[src/rtl/mrrc_pkg.sv]
package mrrc_pkg;

    localparam logic [15:0] CrcInit  = 16'hFFFF;
    localparam logic [15:0] CrcPoly  = 16'hA001;
    localparam logic [7:0]  BadCount = 8'd252;
    localparam logic [7:0]  ExpectedCountReset = 8'd2;

    typedef enum logic
    {
        KIND_DATA   = 1'b0,
        KIND_STATUS = 1'b1
    } result_kind_t;

    typedef enum logic [1:0]
    {
        STATUS_OK        = 2'd0,
        STATUS_CRC_ERR   = 2'd1,
        STATUS_COUNT_ERR = 2'd2
    } frame_status_t;

    typedef struct packed
    {
        result_kind_t  kind;
        logic [15:0]   word;
        frame_status_t status;
        logic          last;
    } result_t;

    // One byte of the reflected CRC-16 update, one bit per step.
    function automatic logic [15:0] crc_add(input logic [15:0] crc, input logic [7:0] b);
        logic [15:0] c;
        c = crc ^ {8'h00, b};
        for (int k = 0; k < 8; k++)
        begin
            if (c[0])
            begin
                c = (c >> 1) ^ CrcPoly;
            end
            else
            begin
                c = c >> 1;
            end
        end
        return c;
    endfunction

endpackage

[src/rtl/mrrc_frame_engine.sv]
module mrrc_frame_engine
    import mrrc_pkg::*;
(
    input  logic        clk,
    input  logic        rst_n,
    input  logic        accept,
    input  logic [7:0]  rx_byte,
    input  logic        frame_start,
    input  logic        cfg_we,
    input  logic [7:0]  cfg_data,
    output logic        res_push,
    output result_t     res
);

    logic [8:0]  pos_reg, pos_next;
    logic [15:0] crc_reg, crc_next;
    logic [7:0]  count_reg, count_next;
    logic [7:0]  held_reg, held_next;
    logic [7:0]  low_reg, low_next;
    logic [7:0]  expected_reg;
    logic [8:0]  data_end;
    logic [15:0] crc_upd;

    assign data_end = {1'b0, count_reg} + 9'd3;
    assign crc_upd  = crc_add(crc_reg, rx_byte);

    always_comb
    begin
        pos_next   = pos_reg;
        crc_next   = crc_reg;
        count_next = count_reg;
        held_next  = held_reg;
        low_next   = low_reg;
        res_push   = 1'b0;
        res.kind   = KIND_DATA;
        res.word   = 16'h0000;
        res.status = STATUS_OK;
        res.last   = 1'b0;
        if (accept)
        begin
            priority if (frame_start)
            begin
                crc_next   = crc_add(CrcInit, rx_byte);
                count_next = 8'h00;
                held_next  = 8'h00;
                low_next   = 8'h00;
                pos_next   = 9'd1;
            end
            else if (pos_reg == 9'd0)
            begin
                // Bytes outside a frame are dropped.
            end
            else if (pos_reg < 9'd3)
            begin
                crc_next = crc_upd;
                if (pos_reg == 9'd2)
                begin
                    count_next = rx_byte;
                end
                pos_next = pos_reg + 9'd1;
            end
            else if (pos_reg < data_end)
            begin
                crc_next = crc_upd;
                pos_next = pos_reg + 9'd1;
                // An odd position holds the first byte of a pair.
                if (pos_reg[0])
                begin
                    held_next = rx_byte;
                end
                else
                begin
                    res_push = 1'b1;
                    res.word = {held_reg, rx_byte};
                end
            end
            else if (pos_reg == data_end)
            begin
                low_next = rx_byte;
                pos_next = pos_reg + 9'd1;
            end
            else
            begin
                res_push = 1'b1;
                res.kind = KIND_STATUS;
                res.last = 1'b1;
                priority if (count_reg == BadCount)
                begin
                    res.status = STATUS_CRC_ERR;
                end
                else if (low_reg != crc_reg[7:0] || rx_byte != crc_reg[15:8])
                begin
                    res.status = STATUS_CRC_ERR;
                end
                else if (count_reg != expected_reg)
                begin
                    res.status = STATUS_COUNT_ERR;
                end
                else
                begin
                    res.status = STATUS_OK;
                end
                pos_next = 9'd0;
            end
        end
    end

    always_ff @(posedge clk or negedge rst_n)
    begin
        if (!rst_n)
        begin
            pos_reg      <= 9'd0;
            crc_reg      <= CrcInit;
            count_reg    <= 8'h00;
            held_reg     <= 8'h00;
            low_reg      <= 8'h00;
            expected_reg <= ExpectedCountReset;
        end
        else
        begin
            pos_reg   <= pos_next;
            crc_reg   <= crc_next;
            count_reg <= count_next;
            held_reg  <= held_next;
            low_reg   <= low_next;
            if (cfg_we)
            begin
                expected_reg <= cfg_data;
            end
        end
    end

endmodule

[src/rtl/mrrc_out_queue.sv]
module mrrc_out_queue
    import mrrc_pkg::*;
(
    input  logic    clk,
    input  logic    rst_n,
    input  logic    push,
    input  result_t push_data,
    output logic    full,
    output logic    res_valid,
    input  logic    res_stall,
    output result_t res_data
);

    result_t    slot_reg [2];
    logic       wr_ptr_reg, wr_ptr_next;
    logic       rd_ptr_reg, rd_ptr_next;
    logic [1:0] count_reg, count_next;
    logic       pop;

    assign full      = (count_reg == 2'd2);
    assign res_valid = (count_reg != 2'd0);
    assign pop       = res_valid && !res_stall;
    assign res_data  = slot_reg[rd_ptr_reg];

    always_comb
    begin
        wr_ptr_next = push ? ~wr_ptr_reg : wr_ptr_reg;
        rd_ptr_next = pop ? ~rd_ptr_reg : rd_ptr_reg;
        count_next  = count_reg + {1'b0, push} - {1'b0, pop};
    end

    always_ff @(posedge clk or negedge rst_n)
    begin
        if (!rst_n)
        begin
            wr_ptr_reg <= 1'b0;
            rd_ptr_reg <= 1'b0;
            count_reg  <= 2'd0;
        end
        else
        begin
            wr_ptr_reg <= wr_ptr_next;
            rd_ptr_reg <= rd_ptr_next;
            count_reg  <= count_next;
        end
    end

    always_ff @(posedge clk)
    begin
        if (push)
        begin
            slot_reg[wr_ptr_reg] <= push_data;
        end
    end

endmodule

[src/rtl/modbus_read_response_checker_unit.sv]
// Channel   Direction  Handshake            Payload
// rx        in         rx_valid / rx_stall  rx_byte, frame_start
// res       out        res_valid/res_stall  result_kind, data_word, frame_status, last
// cfg       in         cfg_we               cfg_data (expected data byte count)
//
// One received byte is taken per cycle while the queue has room; its result
// word, if any, is ready in the result queue on the next cycle.  The CRC update
// and frame tracking sit between the frame state registers and a two-entry queue.
// Reset clears the frame state, sets the expected count to 2 and empties the queue.
// rx_stall rises only when both queue entries are waiting, so a stalled
// consumer costs input throughput only after two words have piled up.
module modbus_read_response_checker_unit
    import mrrc_pkg::*;
(
    input  logic        clk,
    input  logic        rst_n,
    input  logic        rx_valid,
    output logic        rx_stall,
    input  logic [7:0]  rx_byte,
    input  logic        frame_start,
    input  logic        cfg_we,
    input  logic [7:0]  cfg_data,
    output logic        res_valid,
    input  logic        res_stall,
    output logic        result_kind,
    output logic [15:0] data_word,
    output logic [1:0]  frame_status,
    output logic        last
);

    logic    accept;
    logic    push;
    logic    full;
    result_t push_data;
    result_t head;

    // A byte is accepted whenever the queue has room for its possible word.
    assign rx_stall = full;
    assign accept   = rx_valid && !full;

    // Frame tracking, CRC and status decision.
    mrrc_frame_engine u_engine
    (
        .clk         (clk),
        .rst_n       (rst_n),
        .accept      (accept),
        .rx_byte     (rx_byte),
        .frame_start (frame_start),
        .cfg_we      (cfg_we),
        .cfg_data    (cfg_data),
        .res_push    (push),
        .res         (push_data)
    );

    // Output register with one skid entry behind it.
    mrrc_out_queue u_queue
    (
        .clk       (clk),
        .rst_n     (rst_n),
        .push      (push),
        .push_data (push_data),
        .full      (full),
        .res_valid (res_valid),
        .res_stall (res_stall),
        .res_data  (head)
    );

    assign result_kind  = head.kind;
    assign data_word    = head.word;
    assign frame_status = head.status;
    assign last         = head.last;

`ifndef ASSERT_OFF
    // The input can only be held off while results are waiting.
    a_stall_needs_result: assert property (@(posedge clk) disable iff (!rst_n)
        rx_stall |-> res_valid)
        else $error("rx_stall without a waiting result");

    // Status words carry last, data words never do.
    a_last_matches_kind: assert property (@(posedge clk) disable iff (!rst_n)
        res_valid |-> (last == result_kind))
        else $error("last does not match result_kind");

    // A status word has no data and a legal status code.
    a_status_clean: assert property (@(posedge clk) disable iff (!rst_n)
        (res_valid && result_kind) |-> (data_word == 16'h0000 &&
            (frame_status == STATUS_OK || frame_status == STATUS_CRC_ERR ||
             frame_status == STATUS_COUNT_ERR)))
        else $error("malformed status word");

    // A data word carries an ok status field.
    a_data_clean: assert property (@(posedge clk) disable iff (!rst_n)
        (res_valid && !result_kind) |-> (frame_status == STATUS_OK))
        else $error("data word with nonzero status");
`endif

endmodule
[config.mk]
export PLATFORM = sky130hd
export DESIGN_NAME = modbus_read_response_checker_unit
export DESIGN_NICKNAME = d
export VERILOG_FILES = /design/src/rtl/mrrc_pkg.sv /design/src/rtl/mrrc_frame_engine.sv /design/src/rtl/mrrc_out_queue.sv /design/src/rtl/modbus_read_response_checker_unit.sv
export SDC_FILE = /design/constraint.sdc
export NUM_CORES = 1
export LEC_CHECK = 0
export BUFFER_PORTS_ARGS = -buffer_cell sky130_fd_sc_hd__buf_2
export CAP_MARGIN = 10
export CORE_MARGIN = 1
export CORE_UTILIZATION = 60
export DETAILED_ROUTE_END_ITERATION = 16
export PLACE_DENSITY = 0.78
export SLEW_MARGIN = 0
export SYNTH_ARGS = -nofsm -noshare
export SYNTH_HDL_FRONTEND = slang
export SYNTH_SLANG_ARGS = --single-unit
[constraint.sdc]
create_clock -name clk -period 9.2 [get_ports clk]
set_clock_uncertainty 0.05 [all_clocks]
set_input_delay 2.76 -clock clk [delete_from_list [all_inputs] [get_ports clk]]
set_output_delay 2.76 -clock clk [all_outputs]
set_load 0.05 [all_outputs]
---- After elaboration in Yosys (flattened, before gate mapping) ----
Memories as Yosys holds them, arrays and structs flattened.
Index checks and enable logic that the tools add are counted.
operators by class
  reductions and logical operators ........ 18
  mux-type cells .......................... 74
  add/sub/neg operators ................... 4
  equal/unequal tests ..................... 10
  bitwise gates (word level) .............. 20
  magnitude comparators ................... 2
operators with widths
  kind                   count
  $mux W16               36
  $mux W8                14
  $mux W20               4
  $not A2 Y3             16
  $mux W9                5
  $ne A8 B8 Y1           3
  $not A8 Y16            1
  $xor A16 B8 Y16        1
  $reduce_bool A2 Y1     6
  $mux W1                10
  $reduce_and A5 Y1      2
  $add A8 B2 Y9 const B  1
  $add A9 B1 Y9 const B  1
  $eq A9 B2 Y1 const B   1
  $eq A9 B9 Y1           1
  $logic_not A9 Y1       1
  $lt A9 B2 Y1 const B   1
  $lt A9 B9 Y1           1
  $eq A8 B8 Y1 const B   1
  $mux W2                3
  $mux W3                2
  $ne A2 B2 Y1 const B   3
  $reduce_and A4 Y1      1
  $reduce_and A3 Y1      1
  other kinds (9)        12
storage, ports and cells
  memories kept ........................... 1
  RAM bits ................................ 40
  output and inout port bits .............. 22
  register bits after elaboration ......... 61
memory list
  memory            depth  width  rd ports  clocked after memory_dff  wr ports  line                  RTL
  u_queue.slot_reg  2      20     1         0                         1         mrrc_out_queue.sv:14  result_t slot_reg [2];

---- Longest topological paths before layout ----
Gate-level depths: netlist of the first run.
  word-level depth ........................ 32
  mapped depth ............................ 14
  gate-level depth less buffers ........... 14

---- Modules after synthesis ----
A second synthesis of the first run with hierarchy kept.
second synthesis, totals
  cell total of the unflattened synthesis .. 470
  area, all modules ....................... 5585.4 um2
modules (own cells, without submodules)
  module                             cells an instance  times used  area an instance (um2)  sequential area each (um2)
  mrrc_frame_engine                  389                1           3847.4                  1447.6
  mrrc_out_queue                     80                 1           1724.2                  1301.2
  modbus_read_response_checker_unit  1                  1           13.8                    0.0

---- Least setup slack after synthesis of the first run ----
No wires, ideal clock.
  path kind ............................... input port to flip-flop
  start ................................... input port frame_start
  end ..................................... memory u_queue.slot_reg[0][0] in the netlist's numbering, enable pin
  path buffers ............................ 1
  stages on the path ...................... 5
  data arrival time ....................... 4.475 ns
  slack ................................... 4.278 ns
  library setup time ...................... 0.397 ns
  cells stage by stage .................... clkbuf_1 > nor3b_1 > nand2_1 > a211oi_2 > nor2b_1
on the way
  cells in the longest elaborated chain, start to end .. 4
RTL lines
  what                           line                                     RTL
  start: declaration             modbus_read_response_checker_unit.sv:20  input logic frame_start,
  $mux W1                        mrrc_frame_engine.sv:41                  priority if (frame_start)
  $mux W1                        mrrc_frame_engine.sv:39                  if (accept)
  $mux W1                        mrrc_out_queue.sv:50                     if (push)
  $mux W1 (not written as such)  mrrc_out_queue.sv:52                     slot_reg[wr_ptr_reg] <= push_data;
  end: declaration               mrrc_out_queue.sv:14
Every way passes these cells.

---- Worst setup path in the final report of the first run ----
  start ................................... input port frame_start
  end ..................................... memory u_queue.slot_reg[1][4] in the netlist's numbering, enable pin
Same word-level chain as after synthesis.

==> results of run 1 <==
==> metrics by stage <==
stage                     cell area [um2]  std cells
final                                5890        634
after global routing                 5890        634
after CTS                            5880        633
after detailed placement             5670        617
after global placement               5670        617
after floorplan                      5420        490
==> area by class of cell <==
| type | count | area, um2 | area share, % |
|---|---|---|---|
| multi-input combinational | 345 | 2530 | 43.0 |
| clock buffer | 9 | 124 | 2.10 |
| tap | 108 | 135 | 2.30 |
| inverter | 18 | 67.6 | 1.15 |
| clock inverter | 7 | 87.6 | 1.49 |
| timing repair buffer | 48 | 250 | 4.25 |
| sequential | 99 | 2690 | 45.7 |
==> cells by family after synthesis <==
kind of cell | Yosys count | synth area share (%)
compound gates | 86 | 10.6
xor+xnor | 68 | 11.8
fa+ha+maj | 15 | 3.47
buf+inv | 46 | 3.60
flops | 99 | 49.6
mux | 36 | 7.44
simple gates | 140 | 13.4
==> metal layers <==
metal	global-route usage (%)	vias up
li1	-	1755
met1	34.3	1824
met2	40.0	96
met3	3.54	13
met4	7.69	0
met5	0	-
==> critical path, stage by stage <==
cell and delay, ns:
sky130_fd_sc_hd__buf_2 0.30, sky130_fd_sc_hd__nor3b_1 0.42, sky130_fd_sc_hd__buf_2 0.27, sky130_fd_sc_hd__nand2_1 0.11
sky130_fd_sc_hd__a211oi_2 0.30, sky130_fd_sc_hd__and2_1 0.74
==> worst max path at each step <==
stage	startpoint	to
after floorplan	frame_start	u_queue.slot_reg[0][0]
after global placement	frame_start	u_queue.slot_reg[1][12]
after detailed placement	frame_start	u_queue.slot_reg[1][12]
after CTS	frame_start	u_queue.slot_reg[1][8]
after global routing	frame_start	u_queue.slot_reg[1][0]
final	frame_start	u_queue.slot_reg[1][4]
==> power by group <==
| group | switching [mW] | internal [mW] |
|---|---|---|
| sequential | 0.128 | 0.579 |
| clock | 0.167 | 0.134 |
| combinational | 0.460 | 0.369 |
==> layout by cell type, fill, tap and decap left out, types with 2 or more instances in the layout <==
master                     synthesis  final
sky130_fd_sc_hd__o21ai_0          48     48
sky130_fd_sc_hd__buf_2             9     44
sky130_fd_sc_hd__dfrtp_1          44     44
sky130_fd_sc_hd__nand2_1          43     43
sky130_fd_sc_hd__xnor2_1          42     42
sky130_fd_sc_hd__edfxtp_1         38     38
sky130_fd_sc_hd__mux2_2           34     34
sky130_fd_sc_hd__nor2_1           24     24
sky130_fd_sc_hd__and2_1           23     23
sky130_fd_sc_hd__xor2_1           22     22
sky130_fd_sc_hd__inv_1            18     18
sky130_fd_sc_hd__dfstp_2          17     17
sky130_fd_sc_hd__ha_1             15     15
sky130_fd_sc_hd__nor2b_1          13     13
sky130_fd_sc_hd__clkbuf_8          0      9
sky130_fd_sc_hd__nand3_1           8      8
sky130_fd_sc_hd__a22oi_1           8      8
sky130_fd_sc_hd__o221ai_1          7      7
sky130_fd_sc_hd__nor3_1            6      6
sky130_fd_sc_hd__nand4_1           5      5
sky130_fd_sc_hd__and3_1            4      4
sky130_fd_sc_hd__a21oi_1           4      4
sky130_fd_sc_hd__inv_6             0      4
sky130_fd_sc_hd__buf_4             1      4
sky130_fd_sc_hd__o211ai_1          3      3
sky130_fd_sc_hd__nor4_1            3      3
sky130_fd_sc_hd__nand2b_1          2      2
sky130_fd_sc_hd__o21a_1            2      2
sky130_fd_sc_hd__nor4_4            2      2
sky130_fd_sc_hd__nor3b_1           2      2
sky130_fd_sc_hd__xnor2_2           2      2
sky130_fd_sc_hd__mux2i_1           2      2
sky130_fd_sc_hd__inv_8             0      2
==> metrics list, run 1 <==
- In this run the critical register-to-register path is launched from u_engine.count_reg[0].
- Number of antenna violations at the first check in global routing: 0
- The longest clock path from root to sink contains 2 buffers.
- Prior to clock tree synthesis, the placed netlist has a worst setup slack of between 3 and 4 ns.
- For this design, the sink count on the clock tree is slightly below 100.
* Count of warnings emitted by yosys: 0
- The initialized floorplan defines 34 standard-cell rows.
- The design draws between 1.5 and 2 mW.
- Static leakage power: between 2 and 2.5 nW
* Main area contributors after synthesis: sky130_fd_sc_hd__edfxtp_1 21%, sky130_fd_sc_hd__dfrtp_1 20%, sky130_fd_sc_hd__dfstp_2 8.2%
- Detailed Route WL: ~11 mm
- The number of setup buffers added after CTS is 0.
- The tightest hold path in the finished design has a slack of roughly 0.45 ns.
* Clk root buf: sky130_fd_sc_hd__clkbuf_8
- Final period util: roughly 54%
- Remaining number of nets flagged by the antenna check after routing: 0
* RSZ-0062 raised after global routing: false
* Distinct cell type count after synthesis: 53
- For this design the top-level I/O count stands at 44.
* Fillcell total: around 640
* Die X: approximately 97 um
- For this design, the CTS-stage hold fixing added 0 buffers.
- Number of H-tree levels: 3
- Each instance of the synthesized netlist takes up on average around 11 um2.
- Cells with a size suffix above 1 make up about a quarter of the layout.
- Layout Utilization: 67.5%
- End of the worst hold path: u_queue.wr_ptr_reg
- Setup slack on the critical path of the routed design comes to between 4 and 5 ns.
- Data arrival time of the critical path: approximately 5 ns
- Clock tree from TritonCTS: built
- For this run, design rule violations remaining after detail routing come to 0.
* Reg2Reg Setup Slack: between 5 and 6 ns
- After synthesis the cells add up to approximately 5400 um2.
- The first global-routing pass estimated 18.5 mm of wire.
- The hold violation total from the final report came to 0.
- Number of flip-flops in the largest register: 38
- In the routed layout, each cell is associated on average with a via count of approximately 5.8.
- The number of global-route vias before repair is ~3700.
- Post-cts resize count: 0
- Synthesis produced a netlist with a net count of about 530.
- The later pin in the worst-skew pair is clocked with a latency of 0.37 ns.
- Data required time at the worst endpoint: 9.14 ns
- In this run the tool buffered the top-level ports with 43 buffer cells.
- Worst reg-to-reg path cell count: 11
- The net count of the finished layout is 558.
- Among all flip-flop cells after synthesis, the most frequent one is sky130_fd_sc_hd__dfrtp_1.
- DP Wirelength: roughly 7.4 mm
* Effective utilization at floorplan: between 60 and 70%
* Routed met2 length: roughly 5.4 mm
- Die Ht: around 97 um
- Period minus WS final: about 5.0 ns
- Max-cap violations in this run came to 0.
- The worst setup path is launched from an input pin.
- The worst hold path belongs to the class reg2reg.
* Drt initial violations: 284
- Share of Yosys cell area claimed by the top area cell type: 21.1%
- The worst-case IR drop observed on VDD is about 130 uV.
- The worst hold path begins at u_queue.wr_ptr_reg.
- Critical register-to-register path endpoint: u_queue.slot_reg[1][4]
- Counting instances, the worst hold path has a depth of 1.
* Most frequent cell after synthesis: sky130_fd_sc_hd__o21ai_0
* Standard cell core area: 8720 um2
- Worst-margin pin slew: ~0.84 ns
- Final total negative setup slack: 0 ns
* Sequential share of the synthesized area: around half
- Along the worst path, the maximum fanout reaches 35.
- Total number of vias: between 3000 and 4000
- Library cell occupying the most area in the post-synthesis netlist: sky130_fd_sc_hd__edfxtp_1
- Global placer's final weighted congestion: a little under 0.9
* PD cells: approximately 310 nW/um2
- Critical path endpoint category: register
- The total overflow left after global routing is 0.
- The number of max-slew violations in the final report was 0.
- In this run, synthesis produced a sequential element count of between 90 and 100.
* Worst Path Class, Setup: in2reg
* First-pass detailed-route iteration total: 4
- Post-Route M1 WL: 4.78 mm
* Clock buffer count from CTS: 9
- Post-synth EDFFs: 38
* Clock transition at the registers of the reported paths: 0.10 ns
- Headroom to the max-slew limit: between 40% and 50%
- For this run, the total global-route usage over all layers was measured as approximately a quarter.
- Setup Viol. Count Final: 0
- The cell count after synthesis came out at 490.
* Sum of met3 wire segment lengths after detailed routing: around 560 um
- Post-synthesis async set-or-reset flop share: approximately three fifths
- Uppermost metal layer occupied by signal nets: met4
- Growth of design area from synthesis to finish: 8.66%
* FMAX: 201 MHz
- The floorplan step defined a die boundary enclosing around 9400 um2.
- Antenna Cells: 0
- The flow ran to the end, and the final reports show no timing, DRC or antenna violations.
- Largest net degree at the start of global routing: 62
* Post-synth top cells: 48 x sky130_fd_sc_hd__o21ai_0, 44 x sky130_fd_sc_hd__dfrtp_1, 43 x sky130_fd_sc_hd__nand2_1
* WL per Instance: between 15 and 20 um
Power figures use the tool's default switching activity.
==> run 2: changes to the inputs <==
- clock period: 9.2 -> 5.05 ns (I/O delays scaled with it)
==> metrics list, run 2 (synthesis results as in run 1) <==
* Standard cell core area: 8720 um2 (unchanged)
- RSZ-0062 raised after global routing: false (unchanged).
- Final critical-path setup slack: 1.22 ns (was 4.22 ns)
- The number of max-slew violations in the final report was 0 (unchanged).
- Crit-path cells: inv_1 > ha_1 > inv_1 > and3_1 > xnor2_1 > ha_1 > a211oi_1 > a31o_2 > nand2_1 > a211oi_2 > and2_1 (was buf_2 > nor3b_1 > buf_2 > nand2_1 > a211oi_2 > and2_1).
- The horizontal die dimension was 97.0 um (unchanged).
- The number of nets in the layout was 559 (was 558).
- Worst hold-check path type: reg2reg (unchanged)
- Global placer's final weighted congestion: 0.835 (was 0.875)
- The final core utilization is 67.5% (about the same).
- Post-route DRC: 0 (unchanged)
* Sum of met3 wire segment lengths after detailed routing: 499 um (was 558 um)
- Routed met2 length: 5.24 mm (was 5.37 mm)
- Seq pwr share: 39.1% (was 38.5%)
- The routed via count came to 3696 (was 3688).
* Remaining number of nets flagged by the antenna check after routing: 0 (unchanged)
- The diode insertion count for antenna repair was 0 (unchanged).
* Via count of the first global-routing pass: 3675 (was 3693)
- Most common library cell in the layout ignoring fill and taps: sky130_fd_sc_hd__o21ai_0 (unchanged)
- Leading cell types in the layout, fill and taps excluded: 48 x sky130_fd_sc_hd__o21ai_0, 44 x sky130_fd_sc_hd__dfrtp_1, 43 x sky130_fd_sc_hd__nand2_1, 43 x sky130_fd_sc_hd__buf_2, 42 x sky130_fd_sc_hd__xnor2_1 (was 48 x sky130_fd_sc_hd__o21ai_0, 44 x sky130_fd_sc_hd__buf_2, 44 x sky130_fd_sc_hd__dfrtp_1).
* Clock buffer count from CTS: 9 (unchanged)
- The average wire per standard cell was 16.9 um (was 17.1 um).
* Worst Path Max Fanout: 19 (was 35)
- Global-route wire length before repair: 18.1 mm (was 18.5 mm)
- The type of the worst setup path is reg2reg (was in2reg).
- The worst slack at placement is 1.13 ns (was 3.37 ns).
* DP Area: 5680 um2 (was 5670 um2)
- The maximum count of clock buffers along a single path came to 2 (unchanged).
- The total negative slack came to 0 ns (unchanged).
- The total wirelength of the detailed-routed design is 10.7 mm (was 10.9 mm).
- Period minus WS final: roughly 3.8 ns
- Io pins: 44 (unchanged)
* Clk root buf: sky130_fd_sc_hd__clkbuf_8 (unchanged)
- Relative contribution of combinational cells to total power: 45.5% (was 45.1%)
- Number of flip-flops in the largest register: 38 (unchanged)
- Count of port buffers added during placement: 43 (unchanged)
* Reported net switching power: 1.38 mW (was 0.755 mW)
- The total power per unit cell area is 561 nW/um2 (was 312 nW/um2).
- Clock share of power: 15.4% (was 16.4%)
- Overflow left after global routing: 0 (unchanged)
- The final count of negative-setup-slack endpoints is 0 (unchanged).
- The startpoint type of the worst setup path is a register (was input pin).
- MaxCap Viol Count: 0 (unchanged)
- The transition at the pin with the smallest max-transition slack came to 0.881 ns (was 0.837 ns).
- The cell with the largest stage delay on the worst path is sky130_fd_sc_hd__and2_1 (unchanged).
* Critical path endpoint category: register (unchanged)
* Headroom to the max-slew limit: 41.3% (was 44.2%)
* First-pass detailed-route iteration total: 5 (was 4)
* Data arrival time of the critical path: 3.78 ns (was 4.92 ns)
- Number of H-tree levels: 3 (unchanged)
- The layout overhead on the synthesized area was 8.69% (was 8.66%).
- The number of gates resized after cts is 0 (unchanged).
- The final hold slack came to 0.456 ns (was 0.448 ns).
- The number of clock sinks came to 99 (unchanged).
* Number of vias per cell: 5.82 (about the same)
* Uppermost metal layer occupied by signal nets: met4 (unchanged)
* Post-Route M1 WL: 4.82 mm (was 4.78 mm)
- Pint: 1.93 mW (was 1.08 mW)
- Clock transition at the registers of the reported paths: 0.10 ns (about the same)
- The final instance area was 5890 um2 (about the same).
* Ratio of cells with drive above 1 in the final layout: 25.0% (was 24.9%)
- The starting utilization of the core area came to 62.1% (unchanged).
- Die outline area: 9410 um2 (unchanged)
* Hold buffers post-CTS: 0 (unchanged)
- The highest ir drop seen on vdd was 246 uV (was 127 uV).
* Clock tree from TritonCTS: built (unchanged)
* Static leakage power: 2.34 nW (about the same)
- Final period util: 75.8%
* Cell Rows: 34 (unchanged)
- Data required time at the worst endpoint: 5.00 ns (was 9.14 ns)
- The overall die height is 97.0 um (unchanged).
- Outcome: completed (unchanged).
* Drt initial violations: 173 (was 284)
- Hold Vio Cnt, Final: 0 (unchanged)
- Largest net degree at the start of global routing: 39 (was 62)
* FMAX: roughly 260 MHz
- Number of antenna violations at the first check in global routing: 0 (unchanged)
- The post-CTS setup buffer count is 0 (unchanged).
- The half-perimeter wire length after detailed placement was 7.54 mm (was 7.40 mm).
- Insertion delay to the later sink of the worst-skew pair: 0.37 ns (about the same)
* Fillcell total: 661 (was 635)
* Overall global routing resource usage: 24.2% (was 24.6%)
- Switching Fraction: 41.7% (was 41.1%)
- The maximum cell stage delay along the critical path came to 0.76 ns (was 0.74 ns).
run 2: cell types whose count changed in the layout (fill, tap and decap cells not counted), sizes merged:
| cell | previous run | this run |
|---|---|---|
| inv | 24 | 22 |
| buf | 48 | 49 |
| bufinv | 1 | 0 |
| clkinv | 0 | 3 |
run 2: metrics by stage:
stage,total power [mW],instances
after floorplan,2.52,490
after global placement,2.75,619
after detailed placement,2.81,619
after CTS,3.32,635
after global routing,3.52,635
final,3.30,635
run 2: routing by layer:
layer,global-route usage [%],vias up
met3,3.40,14
met4,7.00,0
met1,32.8,1816
met2,40.7,100
met5,0,-
li1,-,1766
run 2: worst paths after layout:
check,startpoint,end,slack (ns),cells past startpoint
setup / recovery,u_engine.count_reg[0],u_queue.slot_reg[1][7],1.22,11
hold / removal,u_queue.wr_ptr_reg,u_queue.wr_ptr_reg,0.46,1
setup reg to reg,u_engine.count_reg[0],u_queue.slot_reg[1][7],1.22,11
hold reg to reg,u_queue.wr_ptr_reg,u_queue.wr_ptr_reg,0.46,1
max in group asynchronous,rst_n,u_engine.expected_reg[1],2.87,2
min in group asynchronous,rst_n,u_queue.count_reg[1],1.19,1
run 2: power by group through the flow:
stage / clock network [mW] / logic [mW] / registers (mW)
2_1_floorplan: 0 / 1.32 / 1.20
3_3_place_gp: 0 / 1.46 / 1.29
3_5_place_dp: 0 / 1.50 / 1.30
4_1_cts: 0.518 / 1.51 / 1.29
5_1_grt: 0.554 / 1.65 / 1.32
6_report: 0.508 / 1.50 / 1.29
run 2: cell type report:
type                            count  area, um2  share of cell area (%)
Clock buffer                        9        124                    2.10
Clock inverter                      7       78.8                    1.34
Inverter                           18       67.6                    1.15
Multi-Input combinational cell    345       2530                    43.0
Sequential cell                    99       2690                    45.7
Tap cell                          108        135                    2.30
Timing Repair Buffer               49        260                    4.42
run 2: critical path, delay by kind of cell, from the launching register on:
kind / cells / cell delay [ns]
flip-flops: 1 / 0.44
AND/OR/NAND/NOR: 3 / 1.07
buffers and inverters: 2 / 0.21
adder cells (fa/ha/maj): 2 / 0.52
XOR/XNOR: 1 / 0.12
AO/OA/AOI/OAI: 3 / 1.04
